**src/hdl/spa_pkg.sv**
```systemverilog
// Shared types and constants for the sparse polynomial add/subtract unit.
package spa_pkg;

  localparam int MAX_TERMS = 16;
  localparam int IDX_W     = (MAX_TERMS > 1) ? $clog2(MAX_TERMS) : 1;
  localparam int CNT_W     = $clog2(MAX_TERMS + 1);
  localparam int MODE_W    = 3;
  localparam int COEFF_W   = 16;
  localparam int EXP_W     = 10;
  localparam int RCOEFF_W  = COEFF_W + 1;

  typedef enum logic [MODE_W-1:0] {
    MODE_LOAD_FIRST  = 3'd0,
    MODE_LOAD_SECOND = 3'd1,
    MODE_ADD         = 3'd2,
    MODE_SUB         = 3'd3,
    MODE_CLEAR       = 3'd4
  } mode_t;

  typedef struct packed {
    logic signed [COEFF_W-1:0] coeff;
    logic [EXP_W-1:0]          exponent;
  } term_t;

  typedef struct packed {
    logic load_first;
    logic load_second;
    logic clear;
    logic start;
    logic subtract;
    logic step;
  } spa_cmd_t;

  typedef struct packed {
    logic out_free;
    logic last_step;
  } spa_stat_t;

endpackage

```
**src/hdl/spa_if.sv**
```systemverilog
// Valid/ready word channels for input terms and result terms.
interface spa_in_if;
  import spa_pkg::*;
  logic                      valid;
  logic                      ready;
  logic [MODE_W-1:0]         mode;
  logic signed [COEFF_W-1:0] term_coeff;
  logic [EXP_W-1:0]          term_exponent;
  modport source (output valid, output mode, output term_coeff, output term_exponent,
                  input ready);
  modport sink (input valid, input mode, input term_coeff, input term_exponent,
                output ready);
endinterface

interface spa_out_if;
  import spa_pkg::*;
  logic                       valid;
  logic                       ready;
  logic signed [RCOEFF_W-1:0] result_coeff;
  logic [EXP_W-1:0]           result_exponent;
  logic                       last_term;
  logic                       empty_result;
  logic                       overflow_seen;
  modport source (output valid, output result_coeff, output result_exponent,
                  output last_term, output empty_result, output overflow_seen,
                  input ready);
  modport sink (input valid, input result_coeff, input result_exponent,
                input last_term, input empty_result, input overflow_seen,
                output ready);
endinterface

```
**src/hdl/spa_ctrl.sv**
```systemverilog
// Controller state machine: decodes input words and sequences the merge.
module spa_ctrl (
  input  logic                      clk,
  input  logic                      rst_n,
  input  logic                      in_valid,
  input  logic [spa_pkg::MODE_W-1:0] in_mode,
  output logic                      in_ready,
  input  spa_pkg::spa_stat_t        stat,
  output spa_pkg::spa_cmd_t         cmd
);
  import spa_pkg::*;

  typedef enum logic {
    ST_IDLE,
    ST_MERGE
  } state_t;

  state_t state_r, state_nxt;
  logic   accept;

  assign in_ready = (state_r == ST_IDLE);
  assign accept   = in_valid && in_ready;

  always_comb begin
    cmd       = '0;
    state_nxt = state_r;
    unique case (state_r)
      ST_IDLE: begin
        if (accept) begin
          unique case (in_mode)
            MODE_LOAD_FIRST:  cmd.load_first  = 1'b1;
            MODE_LOAD_SECOND: cmd.load_second = 1'b1;
            MODE_ADD: begin
              cmd.start = 1'b1;
              state_nxt = ST_MERGE;
            end
            MODE_SUB: begin
              cmd.start    = 1'b1;
              cmd.subtract = 1'b1;
              state_nxt    = ST_MERGE;
            end
            MODE_CLEAR:       cmd.clear = 1'b1;
            default: ;
          endcase
        end
      end
      ST_MERGE: begin
        cmd.step = stat.out_free;
        if (stat.out_free && stat.last_step) begin
          state_nxt = ST_IDLE;
        end
      end
      default: state_nxt = ST_IDLE;
    endcase
  end

  always_ff @(posedge clk) begin
    if (!rst_n) begin
      state_r <= ST_IDLE;
    end else begin
      state_r <= state_nxt;
    end
  end

endmodule

```
**src/hdl/spa_dp.sv**
```systemverilog
// Datapath: term stores, counts, merge indices, combine logic and output register.
module spa_dp (
  input  logic                              clk,
  input  logic                              rst_n,
  input  spa_pkg::spa_cmd_t                 cmd,
  output spa_pkg::spa_stat_t                stat,
  input  logic signed [spa_pkg::COEFF_W-1:0] in_coeff,
  input  logic [spa_pkg::EXP_W-1:0]         in_exponent,
  output logic                              out_valid,
  input  logic                              out_ready,
  output logic signed [spa_pkg::RCOEFF_W-1:0] out_coeff,
  output logic [spa_pkg::EXP_W-1:0]         out_exponent,
  output logic                              out_last,
  output logic                              out_empty,
  output logic                              out_overflow
);
  import spa_pkg::*;

  term_t first_mem  [MAX_TERMS];
  term_t second_mem [MAX_TERMS];

  logic [CNT_W-1:0] first_count_r, second_count_r;
  logic [CNT_W-1:0] i_r, j_r, i_nxt, j_nxt;
  logic             overflow_r;
  logic             sub_r;
  logic             out_valid_r;
  logic signed [RCOEFF_W-1:0] out_coeff_r, res_coeff;
  logic [EXP_W-1:0] out_exp_r, res_exp;
  logic             out_last_r, out_empty_r, out_ovf_r;
  logic             first_full, second_full;
  logic             a_ok, b_ok, res_empty;
  term_t            a_term, b_term;
  logic signed [RCOEFF_W-1:0] a_ext, b_ext;

  assign first_full  = (first_count_r == CNT_W'(MAX_TERMS));
  assign second_full = (second_count_r == CNT_W'(MAX_TERMS));

  assign a_ok   = (i_r < first_count_r);
  assign b_ok   = (j_r < second_count_r);
  assign a_term = first_mem[i_r[IDX_W-1:0]];
  assign b_term = second_mem[j_r[IDX_W-1:0]];
  assign a_ext  = RCOEFF_W'(a_term.coeff);
  assign b_ext  = RCOEFF_W'(b_term.coeff);

  always_comb begin
    i_nxt     = i_r;
    j_nxt     = j_r;
    res_empty = 1'b0;
    res_coeff = '0;
    res_exp   = '0;
    priority if (!a_ok && !b_ok) begin
      res_empty = 1'b1;
    end else if (a_ok && b_ok && (a_term.exponent == b_term.exponent)) begin
      res_coeff = sub_r ? (a_ext - b_ext) : (a_ext + b_ext);
      res_exp   = a_term.exponent;
      i_nxt     = i_r + 1'b1;
      j_nxt     = j_r + 1'b1;
    end else if (!b_ok || (a_ok && (a_term.exponent > b_term.exponent))) begin
      res_coeff = a_ext;
      res_exp   = a_term.exponent;
      i_nxt     = i_r + 1'b1;
    end else begin
      res_coeff = sub_r ? (RCOEFF_W'(0) - b_ext) : b_ext;
      res_exp   = b_term.exponent;
      j_nxt     = j_r + 1'b1;
    end
  end

  assign stat.out_free  = !out_valid_r || out_ready;
  assign stat.last_step = (i_nxt >= first_count_r) && (j_nxt >= second_count_r);

  always_ff @(posedge clk) begin
    if (cmd.load_first && !first_full) begin
      first_mem[first_count_r[IDX_W-1:0]] <= '{coeff: in_coeff, exponent: in_exponent};
    end
    if (cmd.load_second && !second_full) begin
      second_mem[second_count_r[IDX_W-1:0]] <= '{coeff: in_coeff, exponent: in_exponent};
    end
  end

  always_ff @(posedge clk) begin
    if (!rst_n) begin
      first_count_r  <= '0;
      second_count_r <= '0;
      overflow_r     <= 1'b0;
      i_r            <= '0;
      j_r            <= '0;
      sub_r          <= 1'b0;
      out_valid_r    <= 1'b0;
    end else begin
      if (cmd.clear) begin
        first_count_r  <= '0;
        second_count_r <= '0;
      end
      if (cmd.load_first) begin
        if (first_full) begin
          overflow_r <= 1'b1;
        end else begin
          first_count_r <= first_count_r + 1'b1;
        end
      end
      if (cmd.load_second) begin
        if (second_full) begin
          overflow_r <= 1'b1;
        end else begin
          second_count_r <= second_count_r + 1'b1;
        end
      end
      if (cmd.start) begin
        i_r   <= '0;
        j_r   <= '0;
        sub_r <= cmd.subtract;
      end else if (cmd.step) begin
        i_r <= i_nxt;
        j_r <= j_nxt;
      end
      if (cmd.step) begin
        out_valid_r <= 1'b1;
      end else if (out_ready) begin
        out_valid_r <= 1'b0;
      end
    end
  end

  always_ff @(posedge clk) begin
    if (cmd.step) begin
      out_coeff_r <= res_coeff;
      out_exp_r   <= res_exp;
      out_last_r  <= stat.last_step;
      out_empty_r <= res_empty;
      out_ovf_r   <= overflow_r;
    end
  end

  assign out_valid    = out_valid_r;
  assign out_coeff    = out_coeff_r;
  assign out_exponent = out_exp_r;
  assign out_last     = out_last_r;
  assign out_empty    = out_empty_r;
  assign out_overflow = out_ovf_r;

`ifndef SYNTHESIS
  a_count_bound: assert property (@(posedge clk) disable iff (!rst_n)
    (first_count_r <= CNT_W'(MAX_TERMS)) && (second_count_r <= CNT_W'(MAX_TERMS)))
    else $error("term count exceeds store depth");
  a_index_bound: assert property (@(posedge clk) disable iff (!rst_n)
    cmd.step |-> (i_r <= first_count_r) && (j_r <= second_count_r))
    else $error("merge index ran past its count");
  a_overflow_sticky: assert property (@(posedge clk) disable iff (!rst_n)
    overflow_r |=> overflow_r)
    else $error("overflow flag dropped without reset");
  a_step_free: assert property (@(posedge clk) disable iff (!rst_n)
    cmd.step |-> (!out_valid_r || out_ready))
    else $error("merge step overwrote a pending result word");
`endif

endmodule

```
**src/hdl/sparse_polynomial_add_sub_unit.sv**
```systemverilog
// Top level of the sparse polynomial add/subtract unit.
//
//   Channel   Direction  Word
//   in_bus    sink       mode, term_coeff, term_exponent
//   out_bus   source     result_coeff, result_exponent, last_term, empty_result,
//                        overflow_seen
//
// Load, clear and unused-mode words are accepted only in the idle state.
// An add or subtract word is accepted while idle, then the merge step emits one result word per
// cycle while the output register is free, max(1, n1 + n2 - matches) words in total.
// The merge step is held while the output register holds a word not yet taken.
// Reset is synchronous and empties both stores and clears the overflow flag.
module sparse_polynomial_add_sub_unit (
  input logic      clk,
  input logic      rst_n,
  spa_in_if.sink   in_bus,
  spa_out_if.source out_bus
);
  import spa_pkg::*;

  spa_cmd_t  cmd;
  spa_stat_t stat;

  spa_ctrl u_ctrl (
    .clk      (clk),
    .rst_n    (rst_n),
    .in_valid (in_bus.valid),
    .in_mode  (in_bus.mode),
    .in_ready (in_bus.ready),
    .stat     (stat),
    .cmd      (cmd)
  );

  spa_dp u_dp (
    .clk          (clk),
    .rst_n        (rst_n),
    .cmd          (cmd),
    .stat         (stat),
    .in_coeff     (in_bus.term_coeff),
    .in_exponent  (in_bus.term_exponent),
    .out_valid    (out_bus.valid),
    .out_ready    (out_bus.ready),
    .out_coeff    (out_bus.result_coeff),
    .out_exponent (out_bus.result_exponent),
    .out_last     (out_bus.last_term),
    .out_empty    (out_bus.empty_result),
    .out_overflow (out_bus.overflow_seen)
  );

endmodule
```
**src/flat_wrapper.sv**
```systemverilog
// flat-port wrapper written by rule: the top's interface ports become plain ports
module sparse_polynomial_add_sub_unit_flat import spa_pkg::*;
  (clk, rst_n, in_bus_valid, in_bus_mode, in_bus_term_coeff, in_bus_term_exponent, in_bus_ready, out_bus_valid, out_bus_result_coeff, out_bus_result_exponent, out_bus_last_term, out_bus_empty_result, out_bus_overflow_seen, out_bus_ready);
  spa_in_if in_bus_i ();
  spa_out_if out_bus_i ();
  input logic clk;
  input logic rst_n;
  input wire logic [$bits(in_bus_i.valid)-1:0] in_bus_valid;
  input wire logic [$bits(in_bus_i.mode)-1:0] in_bus_mode;
  input wire logic [$bits(in_bus_i.term_coeff)-1:0] in_bus_term_coeff;
  input wire logic [$bits(in_bus_i.term_exponent)-1:0] in_bus_term_exponent;
  output wire logic [$bits(in_bus_i.ready)-1:0] in_bus_ready;
  output wire logic [$bits(out_bus_i.valid)-1:0] out_bus_valid;
  output wire logic [$bits(out_bus_i.result_coeff)-1:0] out_bus_result_coeff;
  output wire logic [$bits(out_bus_i.result_exponent)-1:0] out_bus_result_exponent;
  output wire logic [$bits(out_bus_i.last_term)-1:0] out_bus_last_term;
  output wire logic [$bits(out_bus_i.empty_result)-1:0] out_bus_empty_result;
  output wire logic [$bits(out_bus_i.overflow_seen)-1:0] out_bus_overflow_seen;
  input wire logic [$bits(out_bus_i.ready)-1:0] out_bus_ready;
  assign in_bus_i.valid = in_bus_valid;
  assign in_bus_i.mode = in_bus_mode;
  assign in_bus_i.term_coeff = in_bus_term_coeff;
  assign in_bus_i.term_exponent = in_bus_term_exponent;
  assign in_bus_ready = in_bus_i.ready;
  assign out_bus_valid = out_bus_i.valid;
  assign out_bus_result_coeff = out_bus_i.result_coeff;
  assign out_bus_result_exponent = out_bus_i.result_exponent;
  assign out_bus_last_term = out_bus_i.last_term;
  assign out_bus_empty_result = out_bus_i.empty_result;
  assign out_bus_overflow_seen = out_bus_i.overflow_seen;
  assign out_bus_i.ready = out_bus_ready;
  sparse_polynomial_add_sub_unit u_core (.clk(clk), .rst_n(rst_n), .in_bus(in_bus_i), .out_bus(out_bus_i));
endmodule
```
**config.mk**
```make
export PLATFORM = sky130hd
export DESIGN_NAME = sparse_polynomial_add_sub_unit_flat
export DESIGN_NICKNAME = d
export VERILOG_FILES = /design/src/hdl/spa_pkg.sv /design/src/hdl/spa_if.sv /design/src/hdl/spa_ctrl.sv /design/src/hdl/spa_dp.sv /design/src/hdl/sparse_polynomial_add_sub_unit.sv /design/src/flat_wrapper.sv
export SDC_FILE = /design/constraint.sdc
export NUM_CORES = 1
export LEC_CHECK = 0
export ABC_AREA = 1
export BUFFER_PORTS_ARGS = -buffer_cell sky130_fd_sc_hd__buf_2
export CORE_ASPECT_RATIO = 0.9
export CORE_MARGIN = 1
export CORE_UTILIZATION = 57
export CTS_CLUSTER_DIAMETER = 120
export DETAILED_ROUTE_END_ITERATION = 8
export HOLD_SLACK_MARGIN = 0.05
export PLACE_DENSITY = 0.8
export SLEW_MARGIN = 20
export SYNTH_ARGS = -nofsm -noshare
export SYNTH_HDL_FRONTEND = slang
export SYNTH_SLANG_ARGS = --single-unit
```
**constraint.sdc**
```tcl
create_clock -name clk -period 4.5 [get_ports clk]
set_input_delay 0.45 -clock clk [delete_from_list [all_inputs] [get_ports clk]]
set_output_delay 0.45 -clock clk [all_outputs]
set_load 0.01 [all_outputs]
```
; Yosys cells after proc, flatten, opt, wreduce, memory -nomap -nowiden
; Memory sizes are Yosys's and may differ from the RTL's. A register that Yosys moved wholly into a read port is not among the register bits.
; Index checks and enable logic that the tools add are counted.
[word_totals]
word_cells = 100
out_inout_bits = 32
n_memories = 2
mem_bits_rw = 832
in_bits = 33
regBits = 54
[mem_list]
columns = name, depth, width, read_ports, rd_clocked_by_memory_dff, write_ports, line_no
row1 = u_core.u_dp.first_mem, 16, 26, 1, 1, 1, spa_dp.sv:19  ; term_t first_mem [MAX_TERMS];
row2 = u_core.u_dp.second_mem, 16, 26, 1, 1, 1, spa_dp.sv:20  ; term_t second_mem [MAX_TERMS];
[op_classes]
n_mux = 44
n_eq_ne = 7
n_addsub = 7
order_cmp = 5
n_reduce_logical = 20
n_bitwise = 2
[op_table]
columns = cell, count
row1 = $mux 5, 14
row2 = $mux 17, 4
row3 = $add 5x1->5 const B, 4
row4 = $mux 10, 2
row5 = $mux 1, 19
row6 = $add 16x16->17, 1
row7 = $sub 1x16->17 const A, 1
row8 = $sub 16x16->17, 1
row9 = $mux 4, 4
row10 = $eq 10x10->1, 1
row11 = $eq 5x5->1 const B, 2
row12 = $ge 5x5->1, 2
row13 = $gt 10x10->1, 1
row14 = $lt 5x5->1, 2
row15 = $logic_and 1x1->1, 9
row16 = $eq 3x2->1 const B, 2
row17 = $logic_not 1->1, 5
row18 = $reduce_or 2->1, 2
row19 = $eq 3x1->1 const B, 1
row20 = $eq 3x3->1 const B, 1
row21 = $logic_not 3->1, 1
row22 = $logic_or 1x1->1, 2
row23 = $not 1->1, 2
row24 = $pmux 1 s2, 1
row25 = $reduce_bool 2->1, 1

; Logic depth before layout (Yosys ltp)
[logic_depth]
ltp_word = 11
mapped_depth = 33
mapped_depth_nobuf = 30

; Modules after synthesis
; Synthesis repeated with hierarchy kept, for this count alone.
[unflattened]
hier_cells = 3217
hier_area_um2 = 38429.4
[modules_own_cells]
columns = module, seq_area_each_um2, area_per_inst_um2, cells_each, n_inst
row1 = spa_dp, 26505.4, 38315.5, 3194, 1
row2 = spa_ctrl, 20.0, 113.9, 23, 1

; Worst setup path before layout
; Ideal clock, no wire load.
[synth_timing]
kind = register to register
start = register with a tool-made name
end = register u_core.u_dp.out_last_r, in the netlist u_core.u_dp.out_last (data pin)
arrival_time_ns = 3.999
period_less_slack_ns = 4.258
stages_incl_launch_ff = 29
slack_ns = 0.242
t_required_ns = 4.241
setup_ns = 0.259
path_cell_list = dfxtp_1 clkbuf_1 clkbuf_1 clkbuf_1 clkbuf_1 a21oi_1 o21ai_0 o211ai_1 o211ai_1 nand2_1 ha_1 nand4_1 nor3_1 nand3_1 inv_1 nand3_1 inv_2 nor2_4 nor2_4 xnor2_1 ha_1 inv_1 nand2_1 a21oi_1 o21bai_1 a21oi_1 nor2_1 o22ai_1 inv_1
[synth_rtl]
columns = item, line_no
row1 = end signal: assignment, spa_dp.sv:129  ; out_last_r <= stat.last_step;
row2 = end: declaration, spa_dp.sv:29  ; logic out_last_r, out_empty_r, out_ovf_r;

==> run summary <==
### Floorplan
• **starting density of the core** 58.08%
• **Die Span Y** 248.1 um
• **num rows** 89
• **horizontal die dimension** 275.4 um
• **area of the core region** 66030 sq um
• **die outline area** 68330 sq um
• **boundary pin count** 65

### Worst setup path
• **category of the worst setup path capture point** flip-flop
• **crit path kind** flip-flop to flip-flop
• **kind of start point of the critical path** flip-flop
• **required time of the critical path** 5.10 ns
• **arrival time of data at the critical path endpoint** 4.97 ns
• **Max FO, Critical Path** 36

### Power and ir drop
• **fraction of power consumed by combinational cells** 11.9%
• **Clock Power Share** 39.1%
• **Pint** 0.01413 W
• **highest ir drop seen on vdd** 361.0 uV
• **sequential group share of total power** 49.0%
• **Sw Ratio** 24.83%
• **switching power total** 0.004667 W
• **static leakage** 15.60 nW
• **power density over cell area** 430.7 nW/um^2

### Timing
• **worst-case headroom to the max-slew limit** 21.63%
• **endpoints failing hold** 0
• **fin. max-slew vios** 0
• **slew at the pin closest to its max-slew limit** 1.173 ns
• **highest clock frequency the design can meet** 228.8 MHz
• **setup repair after global routing missed its margin** yes
• **ratio of final minimum period to clock period** 97.13%
• **total of endpoints with negative setup slack in the final report** 0
• **final sum of negative setup slack** 0 ns
• **worst setup skew after layout** 0.02920 ns
• **Final Critical Period** 4.371 ns
• **worst hold-check slack** 0.1102 ns

### Place
• **Post-Place Cell Area** 40300 sq um
• **placed instance count** 4035
• **# port buffers** 64
• **placer's final routability congestion estimate** 0.9194
• **total half-perimeter wirelength after legalization and detailed placement** 54.86 mm

### Synth
• **nets in the synthesized netlist** 3244
• **total standard cell area after synthesis** 38350 sq um
• **Syn Inst Count** 3155
• **fraction of the yosys area taken by sequential cells** 69.16%
• **synth warn** 0
• **number of enable flip-flop cells after synthesis** 862
• **post-synthesis cell type count** 48
• **flip-flop cell with the highest count after synthesis** edfxtp_1
• **Synth async-reset ratio** 0%
• **Synth Register Bits** 894
• **Synth Area per Inst** 12.16 sq um

### Layout
• **P&R area growth vs syn** 13.80%
• **share of cells above drive strength 1** 12.80%
• **commonest cells after routing, fill and taps aside** edfxtp_1, nand2_1, inv_1
• **multi-input logic area** 10040 sq um
• **core occupancy in the finished layout** 66.10%
• **footprint of the flip-flops and latches** 26540 sq um
• **most frequent standard cell in the layout excluding fill and tap cells** edfxtp_1
• **Fill cells** 4404
• **fin cells** 4217
• **number of nets in the finished design** 3368
• **design area** 43650 sq um

### Clock network
• **total clock buffers created by CTS** 86
• **Clock Root Buffer** clkbuf_16
• **Clock Latency Late Sink** 0.67 ns
• **clock slew at reported path FFs** 0.07 ns
• **sinks on the clock net** 894
• **CTS tree** built
• **Clock Path Buffers** 3
• **htree depth** 3

### Global routing
• **Total GRT Usage** 27.94%
• **number of antenna violations at the first check in global routing** 1
• **vias in the first global route** 24241
• **overflow left after global routing** 0
• **maximum number of pins on one net before global-route repair** 75
• **first-pass GRT wire length** 142.1 mm

### Min path
• **HP Class** input pin to flip-flop

### Drt
• **number of violations reported at the end of detailed-routing iteration 0** 3467
• **number of detailed-route iterations in the first pass** 6
• **routed length per placed instance** 22.87 um
• **routed vias/inst** 6.108
• **via count** 25756
• **remaining number of nets flagged by the antenna check after routing** 0
• **final routed wirelength across all metal layers** 96.43 mm
• **residual DRC count** 0

### Flow run
• **Max-cap violations** 0

### Outcome
• **outcome** finished, final reports clean

==> through the flow <==
step	setup WS, ns	total power, W
final	0.1290	0.01880
after global routing	-0.04260	0.01933
after CTS	0.03005	0.01871
after detailed placement	0.008282	0.01149
after global placement	0.1533	0.01145
after floorplan	0.2424	0.01072
==> logic make-up (layout without fill, tap and decap cells) <==
| kind of cell | count (synthesis) | in the layout | share of synthesized area (%) |
|---|---|---|---|
| buf+inv | 492 | 689 | 5.402 |
| flops | 894 | 894 | 69.16 |
| mux | 104 | 104 | 2.714 |
| other cells | 0 | 1 | 0 |
| fa+ha+maj | 56 | 56 | 1.846 |
| xor+xnor | 20 | 20 | 0.4567 |
| simple gates | 879 | 879 | 9.597 |
| compound gates | 710 | 710 | 10.82 |
==> layer usage <==
layer  GRT usage (%)  vias to the layer above  wire length, um
met5               0                        -               20
met4           9.815                        2             2784
met3           5.774                      209            11210
met2           42.88                     1660            44180
met1           39.88                    12320            38230
li1                -                    11565                -
==> power by group through the flow <==
| stage | logic, W | clock network, W | registers (W) |
|---|---|---|---|
| after floorplan | 0.00133 | 0 | 0.00939 |
| after global placement | 0.00206 | 0 | 0.00939 |
| after detailed placement | 0.00210 | 0 | 0.00939 |
| after CTS | 0.00213 | 0.00737 | 0.00922 |
| after global routing | 0.00243 | 0.00769 | 0.00922 |
| final | 0.00223 | 0.00735 | 0.00922 |
==> final timing paths <==
kind | startpoint | endpoint | slack [ns] | depth (start not counted)
setup reg to reg | flip-flop | u_core.u_ctrl.state_r | 0.13 | 27
hold reg to reg | u_core.u_dp.overflow_r | u_core.u_dp.out_overflow | 0.42 | 0
setup / recovery | flip-flop | u_core.u_ctrl.state_r | 0.13 | 27
hold / removal | rst_n | u_core.u_dp.first_count_r[4] | 0.11 | 3
==> final cells by class <==
class / count / area share [%]
antenna: 1 / 0.005733
clock buffer: 108 / 5.143
timing repair buffer: 207 / 4.320
sequential: 894 / 60.81
multi-input combinational: 1769 / 23.00
clock inverter: 53 / 1.416
inverter: 320 / 2.801
tap: 864 / 2.477
timing repair inverter: 1 / 0.02580
==> flip-flops by register name (all words and copies together), names as in the netlist, 5 cells and up, named ones only <==
| name | flops |
|---|---|
| u_core.u_dp.out_coeff | 17 |
| u_core.u_dp.first_count_r | 5 |
| u_core.u_dp.second_mem | 416 |
| u_core.u_dp.i_r | 5 |
| u_core.u_dp.first_mem | 416 |
| u_core.u_dp.second_count_r | 5 |
| u_core.u_dp.j_r | 5 |
| u_core.u_dp.out_exponent | 10 |
==> worst max-delay path, stage by stage, from the launching register on <==
cell and delay, ns:
dfxtp_4 0.43, buf_6 0.29, o21ai_0 0.20, o221ai_1 0.23, nand3_1 0.13, nand2_2 0.15, inv_1 0.06, ha_1 0.29
nand2_1 0.09, nor3_2 0.22, o21ai_0 0.13, o211ai_1 0.12, nand3_1 0.11, nand2_2 0.15, nor2_4 0.06, nor2_4 0.20
nand2_1 0.13, xor2_2 0.21, ha_1 0.26, inv_1 0.06, o21bai_1 0.08, a21oi_1 0.15, nor2_1 0.08, o22ai_1 0.14
inv_1 0.07, nand2_1 0.06, nand2_1 0.05, a21oi_1 0.12
==> cells in the mapped netlist, types with 6 or more instances <==
library cell  instances  area (sq um)
ha_1                 55         688.2
xnor2_1               6         52.55
o221ai_1             29         254.0
nand3_1             201          1006
o22ai_1              14         87.58
o21ai_1              34         170.2
dfxtp_1              32         640.6
a31oi_1              11         68.82
nor2_1              204         765.7
o211ai_1            138          1036
edfxtp_1            862         25880
inv_2                16         60.06
clkbuf_1             87         326.6
buf_2                52         260.3
nand2_1             435          1633
o21ai_0             280          1401
xor2_1               14         122.6
nand2_2              11         68.82
buf_4                 7         52.55
buf_6                16         180.2
nor2_4                6         67.56
inv_1               298          1119
a21oi_1             174         870.8
mux2i_1             104          1041
buf_1                 9         33.78
==> what timing repair did <==
action	CTS	global route
setup buffers	1	7
pin swaps	0	7
gates cloned	0	5
gates resized for setup	2	31
endpoints found under the setup margin	1	15
hold buffers	0	0
Note: power is estimated with default switching activity, not from simulation.
